==> src/hw/rtl/tofp_pkg.sv <==
// shared types and constants for the distance frame parser
`timescale 1ns / 1ps

package tofp_pkg;

    localparam int BYTE_W   = 8;
    localparam int TICK_W   = 32;
    localparam int CLK_W    = 30;
    localparam int DIST_W   = 16;
    localparam int COUNT_W  = 32;
    localparam int PERIOD_W = 23;
    localparam int MS_W     = 10;
    localparam int NUM_W    = 42;
    localparam int WIN_DEPTH = 5;
    localparam int FILL_W   = 3;
    localparam int STEP_W   = 5;

    localparam logic [BYTE_W-1:0]   HDR_FIRST   = 8'h03;
    localparam logic [BYTE_W-1:0]   HDR_SECOND  = 8'h02;
    localparam logic [MS_W-1:0]     MS_PER_S    = 10'd1000;
    localparam logic [PERIOD_W-1:0] PERIOD_MAX  = 23'h7F_FFFF;
    localparam logic [CLK_W-1:0]    CLOCK_RESET = 30'd100_000_000;
    localparam logic [STEP_W-1:0]   DIV_LAST    = 5'd22;
    localparam logic [FILL_W-1:0]   FILL_FULL   = 3'd4;

    typedef enum logic [1:0] {
        ST_IDLE,
        ST_CALC,
        ST_OUT
    } tofp_state_t;

    typedef enum logic [2:0] {
        PH_IDLE,
        PH_ADD,
        PH_CHK,
        PH_DIV,
        PH_DONE
    } tofp_phase_t;

    typedef struct packed {
        logic              start;
        logic [TICK_W-1:0] delta;
    } tofp_per_req_t;

    typedef struct packed {
        logic                done;
        logic [PERIOD_W-1:0] period;
    } tofp_per_rsp_t;

endpackage

==> src/hw/rtl/tofp_period_unit.sv <==
// tick delta to rounded milliseconds: multiply, round, 23-step restoring divide
`timescale 1ns / 1ps

module tofp_period_unit
    import tofp_pkg::*;
(
    input  logic                aclk,
    input  logic                aresetn,
    input  logic [CLK_W-1:0]    clk_hz,
    input  tofp_per_req_t       req,
    output tofp_per_rsp_t       rsp
);

    tofp_phase_t         phase_reg, phase_next;
    logic [STEP_W-1:0]   step_reg, step_next;
    logic [NUM_W-1:0]    num_reg, num_next;
    logic [CLK_W-1:0]    rem_reg, rem_next;
    logic [PERIOD_W-1:0] quo_reg, quo_next;
    logic                sat_reg, sat_next;
    logic [CLK_W:0]      trial;
    logic [CLK_W:0]      divisor;
    logic                qbit;

    always_ff @(posedge aclk) begin
        if (!aresetn) begin
            phase_reg <= PH_IDLE;
            step_reg  <= '0;
        end else begin
            phase_reg <= phase_next;
            step_reg  <= step_next;
        end
    end

    always_ff @(posedge aclk) begin
        num_reg <= num_next;
        rem_reg <= rem_next;
        quo_reg <= quo_next;
        sat_reg <= sat_next;
    end

    // next phase
    always_comb begin
        phase_next = phase_reg;
        case (phase_reg)
            PH_IDLE: begin
                if (req.start) phase_next = PH_ADD;
            end
            PH_ADD:  phase_next = PH_CHK;
            PH_CHK:  phase_next = PH_DIV;
            PH_DIV: begin
                if (step_reg == DIV_LAST) phase_next = PH_DONE;
            end
            PH_DONE: phase_next = PH_IDLE;
            default: phase_next = PH_IDLE;
        endcase
    end

    // datapath
    always_comb begin
        num_next  = num_reg;
        rem_next  = rem_reg;
        quo_next  = quo_reg;
        sat_next  = sat_reg;
        step_next = step_reg;
        divisor   = {1'b0, clk_hz};
        trial     = {rem_reg, num_reg[PERIOD_W-1]};
        qbit      = (trial >= divisor);
        case (phase_reg)
            PH_IDLE: begin
                if (req.start) begin
                    num_next = NUM_W'(req.delta) * NUM_W'(MS_PER_S);
                end
            end
            PH_ADD: begin
                num_next = num_reg + NUM_W'(clk_hz >> 1);
            end
            PH_CHK: begin
                // quotient overflows 23 bits exactly when the top part reaches the divisor
                rem_next  = CLK_W'(num_reg[NUM_W-1:PERIOD_W]);
                sat_next  = (CLK_W'(num_reg[NUM_W-1:PERIOD_W]) >= clk_hz);
                quo_next  = '0;
                step_next = '0;
            end
            PH_DIV: begin
                if (qbit) begin
                    rem_next = CLK_W'(trial - divisor);
                end else begin
                    rem_next = CLK_W'(trial);
                end
                quo_next = {quo_reg[PERIOD_W-2:0], qbit};
                num_next = {num_reg[NUM_W-1:PERIOD_W], num_reg[PERIOD_W-2:0], 1'b0};
                step_next = step_reg + 1'b1;
            end
            PH_DONE: begin
                step_next = '0;
            end
            default: begin
                step_next = '0;
            end
        endcase
    end

    // outputs
    always_comb begin
        rsp.done   = (phase_reg == PH_DONE);
        rsp.period = sat_reg ? PERIOD_MAX : quo_reg;
    end

    a_start_when_idle: assert property (@(posedge aclk) disable iff (!aresetn)
        req.start |-> phase_reg == PH_IDLE)
        else $error("period unit started while busy");

    a_step_bound: assert property (@(posedge aclk) disable iff (!aresetn)
        phase_reg == PH_DIV |-> step_reg <= DIV_LAST)
        else $error("divide step counter out of range");

    a_done_pulse: assert property (@(posedge aclk) disable iff (!aresetn)
        rsp.done |=> !rsp.done)
        else $error("done held for more than one cycle");

endmodule

==> src/hw/rtl/tof_distance_frame_parser_core.sv <==
// top level: byte window, header search, frame bookkeeping and result register
`timescale 1ns / 1ps
// a byte that completes no frame keeps the core in ST_IDLE; s_ready stays high
// first frame after reset: ST_IDLE goes straight to ST_OUT, which loads the result word once
//   the output register is free; later frames first pass through ST_CALC while the restoring
//   divider in the period unit works (mul, round, range check, 23 divide steps, done, load);
//   in either case no byte is taken until the result word is loaded
// result word sits in an output register, so the next byte can be taken while it waits
// aresetn (sync, active low) empties the window, clears count, period and frame history,
//   and sets core_clock_hz to 100 MHz

module tof_distance_frame_parser_core
    import tofp_pkg::*;
(
    input  logic                aclk,
    input  logic                aresetn,

    // configuration: core_clock_hz
    input  logic                cfg_wr_en,
    input  logic [CLK_W-1:0]    cfg_wr_data,

    // received byte stream
    input  logic                s_valid,
    output logic                s_ready,
    input  logic [BYTE_W-1:0]   s_rx_byte,
    input  logic [TICK_W-1:0]   s_timestamp_ticks,

    // accepted frames
    output logic                m_valid,
    input  logic                m_ready,
    output logic [DIST_W-1:0]   m_distance_mm,
    output logic [COUNT_W-1:0]  m_update_count,
    output logic [PERIOD_W-1:0] m_period_ms,
    output logic                m_send_request
);

    // control state
    tofp_state_t         state_reg, state_next;
    logic [FILL_W-1:0]   window_fill_reg, window_fill_next;
    logic                have_frame_reg, have_frame_next;
    logic [COUNT_W-1:0]  frame_total_reg, frame_total_next;
    logic [PERIOD_W-1:0] last_period_reg, last_period_next;
    logic [CLK_W-1:0]    core_clock_hz_reg;
    logic                m_valid_reg;

    // payload state
    logic [BYTE_W-1:0]   window_reg [WIN_DEPTH];
    logic [BYTE_W-1:0]   window_next [WIN_DEPTH];
    logic [TICK_W-1:0]   last_ticks_reg, last_ticks_next;
    logic [DIST_W-1:0]   dist_hold_reg, dist_hold_next;
    logic [DIST_W-1:0]   m_distance_mm_reg;
    logic [COUNT_W-1:0]  m_update_count_reg;
    logic [PERIOD_W-1:0] m_period_ms_reg;

    // window with the incoming byte dropped into the next free slot
    logic [BYTE_W-1:0]   win_full [WIN_DEPTH];
    logic                s_fire;
    logic                full_now;
    logic                hdr_at_1;
    logic                hdr_at_2;
    logic                hdr_at_3;
    logic                frame_hit;
    logic                out_load;

    tofp_per_req_t       per_req;
    tofp_per_rsp_t       per_rsp;

    tofp_period_unit u_period (
        .aclk    (aclk),
        .aresetn (aresetn),
        .clk_hz  (core_clock_hz_reg),
        .req     (per_req),
        .rsp     (per_rsp)
    );

    assign s_fire   = s_valid && s_ready;
    assign full_now = (window_fill_reg == FILL_FULL);

    always_comb begin
        for (int i = 0; i < WIN_DEPTH; i++) begin
            win_full[i] = (FILL_W'(i) == window_fill_reg) ? s_rx_byte : window_reg[i];
        end
    end

    // header search over the full window; only meaningful when the fifth byte arrives
    assign hdr_at_1  = (win_full[1] == HDR_FIRST) && (win_full[2] == HDR_SECOND);
    assign hdr_at_2  = (win_full[2] == HDR_FIRST) && (win_full[3] == HDR_SECOND);
    assign hdr_at_3  = (win_full[3] == HDR_FIRST) && (win_full[4] == HDR_SECOND);
    assign frame_hit = s_fire && full_now && hdr_at_1;

    // next state
    always_comb begin
        state_next = state_reg;
        case (state_reg)
            ST_IDLE: begin
                if (frame_hit) begin
                    // first frame has no earlier timestamp, period stays as is
                    state_next = have_frame_reg ? ST_CALC : ST_OUT;
                end
            end
            ST_CALC: begin
                if (per_rsp.done) state_next = ST_OUT;
            end
            ST_OUT: begin
                if (!m_valid_reg || m_ready) state_next = ST_IDLE;
            end
            default: state_next = ST_IDLE;
        endcase
    end

    // state outputs
    always_comb begin
        s_ready       = 1'b0;
        per_req.start = 1'b0;
        // tick difference wraps modulo 2^32
        per_req.delta = s_timestamp_ticks - last_ticks_reg;
        out_load      = 1'b0;
        case (state_reg)
            ST_IDLE: begin
                s_ready       = 1'b1;
                per_req.start = frame_hit && have_frame_reg;
            end
            ST_CALC: begin
                s_ready = 1'b0;
            end
            ST_OUT: begin
                out_load = !m_valid_reg || m_ready;
            end
            default: begin
                s_ready = 1'b0;
            end
        endcase
    end

    // window, frame bookkeeping
    always_comb begin
        window_next      = window_reg;
        window_fill_next = window_fill_reg;
        have_frame_next  = have_frame_reg;
        frame_total_next = frame_total_reg;
        last_ticks_next  = last_ticks_reg;
        last_period_next = last_period_reg;
        dist_hold_next   = dist_hold_reg;

        if (s_fire) begin
            if (!full_now) begin
                window_next      = win_full;
                window_fill_next = window_fill_reg + 1'b1;
            end else if (hdr_at_1) begin
                // frame accepted: big-endian distance from bytes 3 and 4
                dist_hold_next   = {win_full[3], win_full[4]};
                frame_total_next = frame_total_reg + 1'b1;
                last_ticks_next  = s_timestamp_ticks;
                have_frame_next  = 1'b1;
                window_fill_next = '0;
            end else if (hdr_at_2) begin
                // resync: keep bytes 1..4
                window_next[0]   = win_full[1];
                window_next[1]   = win_full[2];
                window_next[2]   = win_full[3];
                window_next[3]   = win_full[4];
                window_fill_next = 3'd4;
            end else if (hdr_at_3) begin
                // resync: keep bytes 2..4
                window_next[0]   = win_full[2];
                window_next[1]   = win_full[3];
                window_next[2]   = win_full[4];
                window_fill_next = 3'd3;
            end else begin
                // no header anywhere: keep the last two bytes
                window_next[0]   = win_full[3];
                window_next[1]   = win_full[4];
                window_fill_next = 3'd2;
            end
        end

        if (state_reg == ST_CALC && per_rsp.done) begin
            last_period_next = per_rsp.period;
        end
    end

    always_ff @(posedge aclk) begin
        if (!aresetn) begin
            state_reg         <= ST_IDLE;
            window_fill_reg   <= '0;
            have_frame_reg    <= 1'b0;
            frame_total_reg   <= '0;
            last_period_reg   <= '0;
            core_clock_hz_reg <= CLOCK_RESET;
            m_valid_reg       <= 1'b0;
        end else begin
            state_reg       <= state_next;
            window_fill_reg <= window_fill_next;
            have_frame_reg  <= have_frame_next;
            frame_total_reg <= frame_total_next;
            last_period_reg <= last_period_next;
            if (cfg_wr_en) begin
                core_clock_hz_reg <= cfg_wr_data;
            end
            if (out_load) begin
                m_valid_reg <= 1'b1;
            end else if (m_ready) begin
                m_valid_reg <= 1'b0;
            end
        end
    end

    // payload registers, no reset
    always_ff @(posedge aclk) begin
        window_reg     <= window_next;
        last_ticks_reg <= last_ticks_next;
        dist_hold_reg  <= dist_hold_next;
        if (out_load) begin
            m_distance_mm_reg  <= dist_hold_reg;
            m_update_count_reg <= frame_total_reg;
            m_period_ms_reg    <= last_period_reg;
        end
    end

    assign m_valid        = m_valid_reg;
    assign m_distance_mm  = m_distance_mm_reg;
    assign m_update_count = m_update_count_reg;
    assign m_period_ms    = m_period_ms_reg;
    // m_send_request is tied high: a distance poll is always requested, not only after accepted frames
    assign m_send_request = 1'b1;

    a_fill_bound: assert property (@(posedge aclk) disable iff (!aresetn)
        window_fill_reg <= FILL_FULL)
        else $error("window fill beyond four stored bytes");

    a_done_in_calc: assert property (@(posedge aclk) disable iff (!aresetn)
        per_rsp.done |-> state_reg == ST_CALC)
        else $error("period result arrived outside calc state");

    a_calc_needs_history: assert property (@(posedge aclk) disable iff (!aresetn)
        state_reg == ST_CALC |-> have_frame_reg)
        else $error("period computed with no earlier frame");

endmodule
==> config.mk <==
export PLATFORM = sky130hd
export DESIGN_NAME = tof_distance_frame_parser_core
export DESIGN_NICKNAME = d
export VERILOG_FILES = /design/src/hw/rtl/tofp_pkg.sv /design/src/hw/rtl/tofp_period_unit.sv /design/src/hw/rtl/tof_distance_frame_parser_core.sv
export SDC_FILE = /design/constraint.sdc
export NUM_CORES = 1
export LEC_CHECK = 0
export BUFFER_PORTS_ARGS = -buffer_cell sky130_fd_sc_hd__buf_2
export CORE_UTILIZATION = 30
export CTS_BUF_LIST = sky130_fd_sc_hd__clkbuf_8
export DETAILED_ROUTE_END_ITERATION = 10
export GPL_TIMING_DRIVEN = 0
export HOLD_SLACK_MARGIN = 0.02
export PLACE_DENSITY = 0.46
export SYNTH_ARGS = -nofsm -noshare
export SYNTH_HDL_FRONTEND = slang
export SYNTH_HIERARCHICAL = 1
export SYNTH_SLANG_ARGS = --single-unit
==> constraint.sdc <==
create_clock -name aclk -period 9.5 [get_ports aclk]
set_input_delay 1.425 -clock aclk [delete_from_list [all_inputs] [get_ports aclk]]
set_output_delay 1.425 -clock aclk [all_outputs]
set_load 0.005 [all_outputs]
**Yosys cells after proc, flatten, opt, wreduce, memory -nomap -nowiden**

Index checks and enable logic that the tools add are counted.

- Register bits after elaboration: 347
- Input port bits: 75
- Output and inout bits: 74
- Word-level logic and storage cells: 120

- Add/sub/neg operators: 6
- $mul: 1
- Order comparisons: 2
- Equality and inequality tests: 26
- Multiplexer cells: 34
- Bitwise gates (word level): 2
- Reductions and logical operators: 26

Operators with widths:

| operator | count |
|---|---|
| one-hot mux 42 bit (3 select lines) | 1 |
| one-hot mux 30 bit (2 select lines) | 1 |
| 2-to-1 mux 8 bit | 7 |
| equality test 8 x 2 -> 1 bit (second input constant) | 6 |
| 2-to-1 mux 24 bit | 2 |
| one-hot mux 23 bit (2 select lines) | 1 |
| adder 42 x 29 -> 42 bit | 1 |
| 2-to-1 mux 42 bit | 1 |
| multiplier 32 x 7 -> 39 bit (second input constant) | 1 |
| adder 32 x 1 -> 32 bit (second input constant) | 1 |
| subtractor 32 bit | 1 |
| >= comparator 31 x 30 -> 1 bit | 1 |
| >= comparator 19 x 30 -> 1 bit | 1 |
| 2-to-1 mux 30 bit | 1 |
| subtractor 30 bit | 1 |
| 2-to-1 mux 23 bit | 1 |
| 2-to-1 mux 16 bit | 1 |
| 2-to-1 mux 3 bit | 5 |
| AND reduction 3 bit | 5 |
| one-hot mux 3 bit (4 select lines) | 1 |
| inequality test 2 bit (second input constant) | 5 |
| one-hot mux 5 bit (2 select lines) | 1 |
| logical AND 1 bit | 8 |
| 2-to-1 mux 2 bit | 4 |
| 24 further kinds | 39 |

**Logic depth before layout (Yosys ltp)**

Gate-level depths: netlist (run 1).

- Word-level depth: 9
- Gate-level depth with buffers: 30
- Depth with buffers taken out: 30

**By module**

Netlist (run 1), hierarchy kept.

Modules (own cells, without submodules):

| module | times used | cells each | area each (um^2) | sequential area each (um^2) |
|---|---|---|---|---|
| tofp_period_unit | 1 | 1476 | 13593.0 | 3042.9 |
| tof_distance_frame_parser_core | 1 | 989 | 11048.1 | 6376.1 |

**Least setup slack after synthesis (run 1)**

Ideal clock, no wire load.

- Kind: input to register
- Start: input s_timestamp_ticks[9]
- End: register u_period.num_reg[41], data pin
- Library setup time: 0.271 ns
- Data arrival time: 8.121 ns
- Data required time: 9.229 ns
- Setup slack: 1.107 ns
- Stages on the path: 27
- Buffers on the path: 1
- Cells stage by stage: ha_1 clkbuf_1 and3_1 nor3b_1 a21boi_0 o21ai_1 o31ai_1 nor4_1 a2111oi_0 inv_1 fa_1 fa_1 inv_1 fa_1 inv_1 fa_1 inv_1 ha_1 a21o_1 a21o_1 a211oi_1 o31ai_2 a41oi_1 a21oi_1 a21oi_1 xnor2_1 o22ai_1

RTL lines:

| what | line | source |
|---|---|---|
| start: declaration | tof_distance_frame_parser_core.sv:26 | `input logic [TICK_W-1:0] s_timestamp_ticks,` |
| end signal: assignment | tofp_period_unit.sv:35 | `num_reg <= num_next;` |
| end: declaration | tofp_period_unit.sv:16 | `logic [NUM_W-1:0] num_reg, num_next;` |

==> results.md, run 1 <==
* Fin crit share at about 93%
* Worst skew pair latency at 0.68 ns
* Sw Pwr at 0.00405 W
* Synth top area cells: edfxtp_1 (30%), ha_1 (10%), fa_1 (9.8%)
* Mapped Cells at 2465
* Most common cell on crit path: fa_1
* Die width at 289 microns
* Hold_buf cts at 0
* Area Growth Syn to Fin at 14.4%
* Synthesized cell area at 24600 sq um
* Worst Setup Path Type: in2reg
* Critical path endpoint category: flop
* Core Rows at 104
* Setup ws final at 0.695 ns
* Slew Limit Fails at 0
* Buffers added on ports at 145
* Startpoint Class: primary input
* Max FFs per register at 42
* Yosys cell types at 80
* Top-area cell type share of the netlist area at between 30% and 40%
* Total track usage at roughly 16%
* Die Area at 83300 sq um
* Syn Area/Cell at between 9 and 10 sq um
* Post-synthesis sequential area ratio at 38.2%
* Worst-margin pin slew at 1.17 ns
* Avg WL per Cell at 17.1 microns
* P_leak at 12.1 nW
* Worst hold margin at 0.411 ns
* CTS tree: done
* Combinational power share at 60.5%
* Post-synth net total at 2863
* Internal power at 0.00502 W
* Post-DRT Antenna Nets at 0
* TritonCTS buffer count at 68
* Via count at between 15000 and 20000
* Seq cells post-synth at 347
* CP max FO at 7
* Sw frac at 44.7%
* Rel. slew slack at 21.6%
* Clock tree sinks at 347
* DRT iter0 DRCs at 1035
* Synthesis Warnings at 6
* First-pass GRT wire length at 105000 microns
* Vias per cell at 4.94
* Root buffer cell: clkbuf_8
* EDFF count, synth at 247
* Layout cells sized above 1 at a little under an eighth
* Worst slack at placement at -0.235 ns
* CTS H-tree lvls at 3
* Clk_skew at 0.0505 ns
* Setup TNS at 0 ns
* Initial Util at a little under a third
* Fillers at 8344
* Crit path DAT at 9.17 ns
* Worst vdd ir at 0.244 mV
* Min-Delay Path Class: reg2reg
* RSZ-0062 raised after global routing: false
* Post-Route WL at roughly 65000 microns
* Routability cong. at 0.835
* Clock power share at 16.4%
* Nets@finish at 3087
* Tmin final at 8.80 ns
* CP Data Required Time at 9.87 ns
* Status: finished, final reports clean
* Core ar. at slightly above 80000 sq um
* Top_reg_cell synth: edfxtp_1
* Vert. Die Dim at 289 microns
* Grt ovf at 0
* Initial antenna violation count at 3
* Final hold viol count at 0
* Top Ports at 149
* Worst-path clk slew at 0.06 ns
* CTS max path bufs at 3
* Number of global-route vias before repair at slightly below 20000
* Pin count of the biggest net entering global routing at 39
* DP HPWL at 51000 microns
* DRC at 0
* Max Fclk at about 110 MHz
* Max Cap Violations at 0
* Pre-antenna DRT Iters at 6
* CP max stage cell: fa_1
* Leading area contributor after synthesis: edfxtp_1
* Crit-path max cell delay at about 0.55 ns
* Reg power frac at a little under a quarter
* P per Cell Area at 322 nW/um^2
* Endpoints failing setup at 0
* Asr flop ratio synth at 0%
-- layout make-up --
cell class / count / area, sq um / share of cell area (%)
Buffer: 73 / 305 / 1.08
Timing Repair Buffer: 154 / 862 / 3.06
Sequential cell: 347 / 9420 / 33.4
Multi-Input combinational cell: 1789 / 14000 / 49.6
Clock buffer: 73 / 1000 / 3.56
Tap cell: 1060 / 1330 / 4.71
Antenna cell: 6 / 15.0 / 0.0533
Inverter: 256 / 961 / 3.41
Clock inverter: 48 / 315 / 1.12
-- cells in the final DEF, fill, tap and decap left out, types with 47 or more instances in the layout --
cell type / n
inv_1: 279
edfxtp_1: 247
nand2_1: 216
ha_1: 202
a21oi_1: 154
buf_2: 149
nor2_1: 139
fa_1: 121
o21ai_0: 108
dfxtp_1: 100
xnor2_1: 85
clkbuf_8: 73
a21o_1: 72
xor2_1: 63
clkbuf_1: 61
mux2i_1: 58
nand3_1: 54
nor2b_1: 47
-- worst paths after layout --
check / cells after the start / startpoint / slack (ns) / to
worst max-delay path: 27 / s_timestamp_ticks[9] / 0.70 / u_period/num_reg[41]$_DFFE_PP_
worst min-delay path: 0 / last_period_reg[3]$_SDFFE_PN0P_ / 0.41 / m_period_ms[3]$_DFFE_PP_
worst max register to register: 27 / last_ticks_reg[9]$_DFFE_PP_ / 1.25 / u_period/num_reg[41]$_DFFE_PP_
worst min register to register: 0 / last_period_reg[3]$_SDFFE_PN0P_ / 0.41 / m_period_ms[3]$_DFFE_PP_
-- cells in the mapped netlist, types with 54 or more instances --
cell and count:
inv_1 255, edfxtp_1 247, nand2_1 216, ha_1 202, a21oi_1 154, nor2_1 141, fa_1 121, o21ai_0 108
dfxtp_1 100, xnor2_1 85, a21o_1 72, xor2_1 63, clkbuf_1 61, mux2i_1 58, nand3_1 54
-- kinds of logic after synthesis --
| family | count (synthesis) | synth area share (%) |
|---|---|---|
| compound gates | 540 | 14.1 |
| xor+xnor | 148 | 5.26 |
| fa+ha+maj | 323 | 20.1 |
| buf+inv | 329 | 5.14 |
| flops | 347 | 38.2 |
| mux | 66 | 2.72 |
| other cells | 1 | 0.0152 |
| simple gates | 711 | 14.4 |
-- per-layer routing --
metal	up-vias	part of all wire (%)	GRT usage, %
met3	119	4.3	2.73
met4	4	3.2	5.58
met5	-	0.034	0
met1	9118	45	20.5
met2	395	47	26.7
li1	9155	-	-
-- through the flow --
step | power, W | instance area [sq um] | util [%] | instances
after floorplan | 0.00625 | 24600 | - | 2465
after global routing | 0.0100 | 28200 | 34.8 | 3804
final | 0.00908 | 28200 | 34.8 | 3806
after detailed placement | 0.00764 | 26900 | 33.2 | 3679
after global placement | 0.00759 | 26700 | 33.0 | 3670
after CTS | 0.00922 | 28200 | 34.8 | 3800
-- power groups by stage --
| stage | Combinational [W] | Sequential, W | Clock, W |
|---|---|---|---|
| 6_report | 0.00549 | 0.00210 | 0.00149 |
| 5_1_grt | 0.00627 | 0.00211 | 0.00162 |
| 4_1_cts | 0.00556 | 0.00210 | 0.00157 |
| 3_5_place_dp | 0.00551 | 0.00213 | 0 |
| 3_3_place_gp | 0.00547 | 0.00213 | 0 |
| 2_1_floorplan | 0.00421 | 0.00205 | 0 |
-- critical path, delay by kind of cell --
kind / cells / cell delay, ns
adders and majority gates: 6 / 2.66
and+or+nand+nor: 4 / 0.84
AOI/OAI and AO/OA: 11 / 3.02
xor gates and xnor gates: 2 / 0.57
buffers and inverters: 4 / 0.64
-- repair_timing --
item | in CTS | in global routing
setup buffers | 0 | 0
setup endpoints to repair | 0 | 1
gates resized for setup | 0 | 1
(Power assumes the default switching activity.)
==> run 2: changes to the inputs <==
--- a/config.mk
+++ b/config.mk
@@ -5,6 +5,7 @@
 export SDC_FILE = /design/constraint.sdc
 export NUM_CORES = 1
 export LEC_CHECK = 0
+export ABC_AREA = 1
 export BUFFER_PORTS_ARGS = -buffer_cell sky130_fd_sc_hd__buf_2
 export CORE_UTILIZATION = 30
 export CTS_BUF_LIST = sky130_fd_sc_hd__clkbuf_8
@@ -12,6 +13,7 @@
 export GPL_TIMING_DRIVEN = 0
 export HOLD_SLACK_MARGIN = 0.02
 export PLACE_DENSITY = 0.46
+export SLEW_MARGIN = 0
 export SYNTH_ARGS = -nofsm -noshare
 export SYNTH_HDL_FRONTEND = slang
 export SYNTH_HIERARCHICAL = 1
==> results.md, run 2 <==
* Min-Delay Path Class: reg2reg
* Syn Area/Cell at 7.41 sq um
* Leading area contributor after synthesis: edfxtp_1
* Worst hold margin at approximately 0.4 ns
* Worst vdd ir at 0.263 mV
* Asr flop ratio synth at 0%
* Max Fclk at between 100 and 150 MHz
* DR top layer: met4
* Tmin final at 7.34 ns
* Commonest non-fill, non-tap cell in the layout: nand2_1
* Critical path endpoint category: flop
* Buffers added on ports at 147
* Synthesis Warnings at 6
* TritonCTS buffer count at 71
* Pin count of the biggest net entering global routing at 50
* Commonest non-fill, non-tap cells in the layout: nand2_1 (1074), inv_1 (663), nor2_1 (377)
* Grt ovf at 0
* Hold_buf cts at 0
* Endpoints failing setup at 0
* Via count at 24700
* Root buffer cell: clkbuf_8
* Top_reg_cell synth: edfxtp_1
* Post_cts resized at 0
* Setup TNS at 0 ns
* P_leak at ~15 nW
* Synthesized cell area at 28100 sq um
* Worst skew pair latency at 0.72 ns
* RSZ-0062 raised after global routing: false
* Clk_skew at 0.0616 ns
* Dpl cells at 5192
* Pre-antenna DRT Iters at 7
* DP HPWL at 72200 microns
* Avg WL per Cell at around 16 microns
* Crit-path max cell delay at 0.58 ns
* Rel. slew slack at 22.1%
* Metal2 WL at 40300 microns
* Synth top area cells: edfxtp_1 (26%), nand2_1 (14%), ha_1 (9.0%)
* Total track usage at 18.6%
* Core Rows at 111
* Worst-path clk slew at around 0.050 ns
* Post-Route WL at 87200 microns
* Area Growth Syn to Fin at 14.2%
* Layout cells sized above 1 at 9.03%
* Power, Total at ~0.010 W
* Initial Util at 30.5%
* EDFF count, synth at 247
* CTS tree: done
* Die width at 308 microns
* Commonest cells in the netlist: nand2_1 (1075), inv_1 (644), nor2_1 (378), edfxtp_1 (247), nand3_1 (242)
* Vert. Die Dim at 308 microns
* DRT iter0 DRCs at 1370
* Post-DRT Antenna Nets at 0
* Top Ports at 149
* Clock tree sinks at around 350
* Crit path DAT at 7.80 ns
* Vias per cell at 4.63
* Routability cong. at 0.912
* Core ar. at ~90000 sq um
* Yosys cell types at 53
* CTS max path bufs at 3
* Final std cells w/o fill at 5320
* Nets@finish at 4420
* Final core occ at 34.8%
* Initial antenna violation count at 1
* Number of global-route vias before repair at 24300
* Startpoint Class: primary input
* First-pass GRT wire length at around 140000 microns
* Post-synth net total at 4191
* CP Data Required Time at 9.96 ns
* Fin crit share at between 70% and 80%
* CP max stage cell: xor2_1
* P per Cell Area at approximately 320 nW/um^2
* Die Area at ~95000 sq um
* Slew Limit Fails at 0
* Worst Setup Path Type: in2reg
* Max Cap Violations at 0
* Wl on met1 at 39900 microns
* Metal3 WL at 3620 microns
* Seq cells post-synth at 347
* Top-area cell type share of the netlist area at 26.4%
* Status: finished, final reports clean
* Max FFs per register at 42
* DRC at 0
* Mapped Cells at about 3800
* Post-synthesis sequential area ratio at 33.5%
* Most common cell on crit path: nand2_1
* Final hold viol count at 0
* Postcts setup bufs at 0
* CTS H-tree lvls at 3
* Worst-margin pin slew at ~1.2 ns
* CP max FO at 5
* Most frequent cell after synthesis: nand2_1
run 2: cell types whose count changed in the layout (fill, tap and decap cells not counted), sizes merged, moves of 47 or more:
cell   before   now
a21o       72     2
a21oi     154   228
inv       287   675
mux2i      58     0
nand2     216  1098
nand3      55   253
nor2      141   396
nor2b      47     0
o21ai     117   177
xnor2      85    20
run 2: metrics by stage:
| stage | cell area (sq um) | setup slack (ns) |
|---|---|---|
| 4_1_cts | 32100 | 2.15 |
| 6_report | 32100 | 2.16 |
| 2_1_floorplan | 28100 | 2.62 |
| 5_1_grt | 32100 | 1.59 |
| 3_5_place_dp | 30500 | 1.39 |
| 3_3_place_gp | 30400 | -0.0605 |
run 2: cells by family after synthesis:
group,count (synthesis),synth area share (%)
AO/OA/AOI/OAI,446,8.36
XOR/XNOR,55,1.71
adder cells (fa/ha/maj),323,17.6
buffers and inverters,718,10.1
flip-flops,347,33.5
other,1,0.0133
AND/OR/NAND/NOR,1903,28.7
run 2: path summary, 6_finish.rpt:
path / start / end / slack [ns] / depth (start not counted)
max: s_timestamp_ticks[0] / u_period/num_reg[38]$_DFFE_PP_ / 2.16 / 30
min: dist_hold_reg[14]$_DFFE_PP_ / m_distance_mm[14]$_DFFE_PP_ / 0.40 / 0
max reg2reg: last_ticks_reg[0]$_DFFE_PP_ / u_period/num_reg[38]$_DFFE_PP_ / 2.68 / 28
min reg2reg: dist_hold_reg[14]$_DFFE_PP_ / m_distance_mm[14]$_DFFE_PP_ / 0.40 / 0
run 2: cell type report:
type,count,area (sq um)
multi-input combinational,2728,15900
clock inverter,46,433
fill,10100,60100
buffer,66,383
inverter,652,2450
sequential,347,9420
timing repair buffer,156,862
tap,1243,1560
clock buffer,81,1110
antenna,1,2.50
run 2: worst max-delay path: cells and delay by family:
family,cells,cell delay [ns]
compound gates,1,0.47
simple gates,15,1.74
buf+inv,6,0.49
fa+ha+maj,7,3.08
xor+xnor,1,0.58
run 2: report_power, final:
group	switching (W)	internal [W]
Combinational	0.00442	0.00209
Clock	0.000733	0.000983
Sequential	0.000116	0.00192
Total	0.00527	0.00498
run 2: per-layer routing:
layer,track usage [%],vias up
li1,-,12600
met1,24.4,11400
met2,30.9,513
met3,2.21,143
met4,8.12,0
met5,0,-
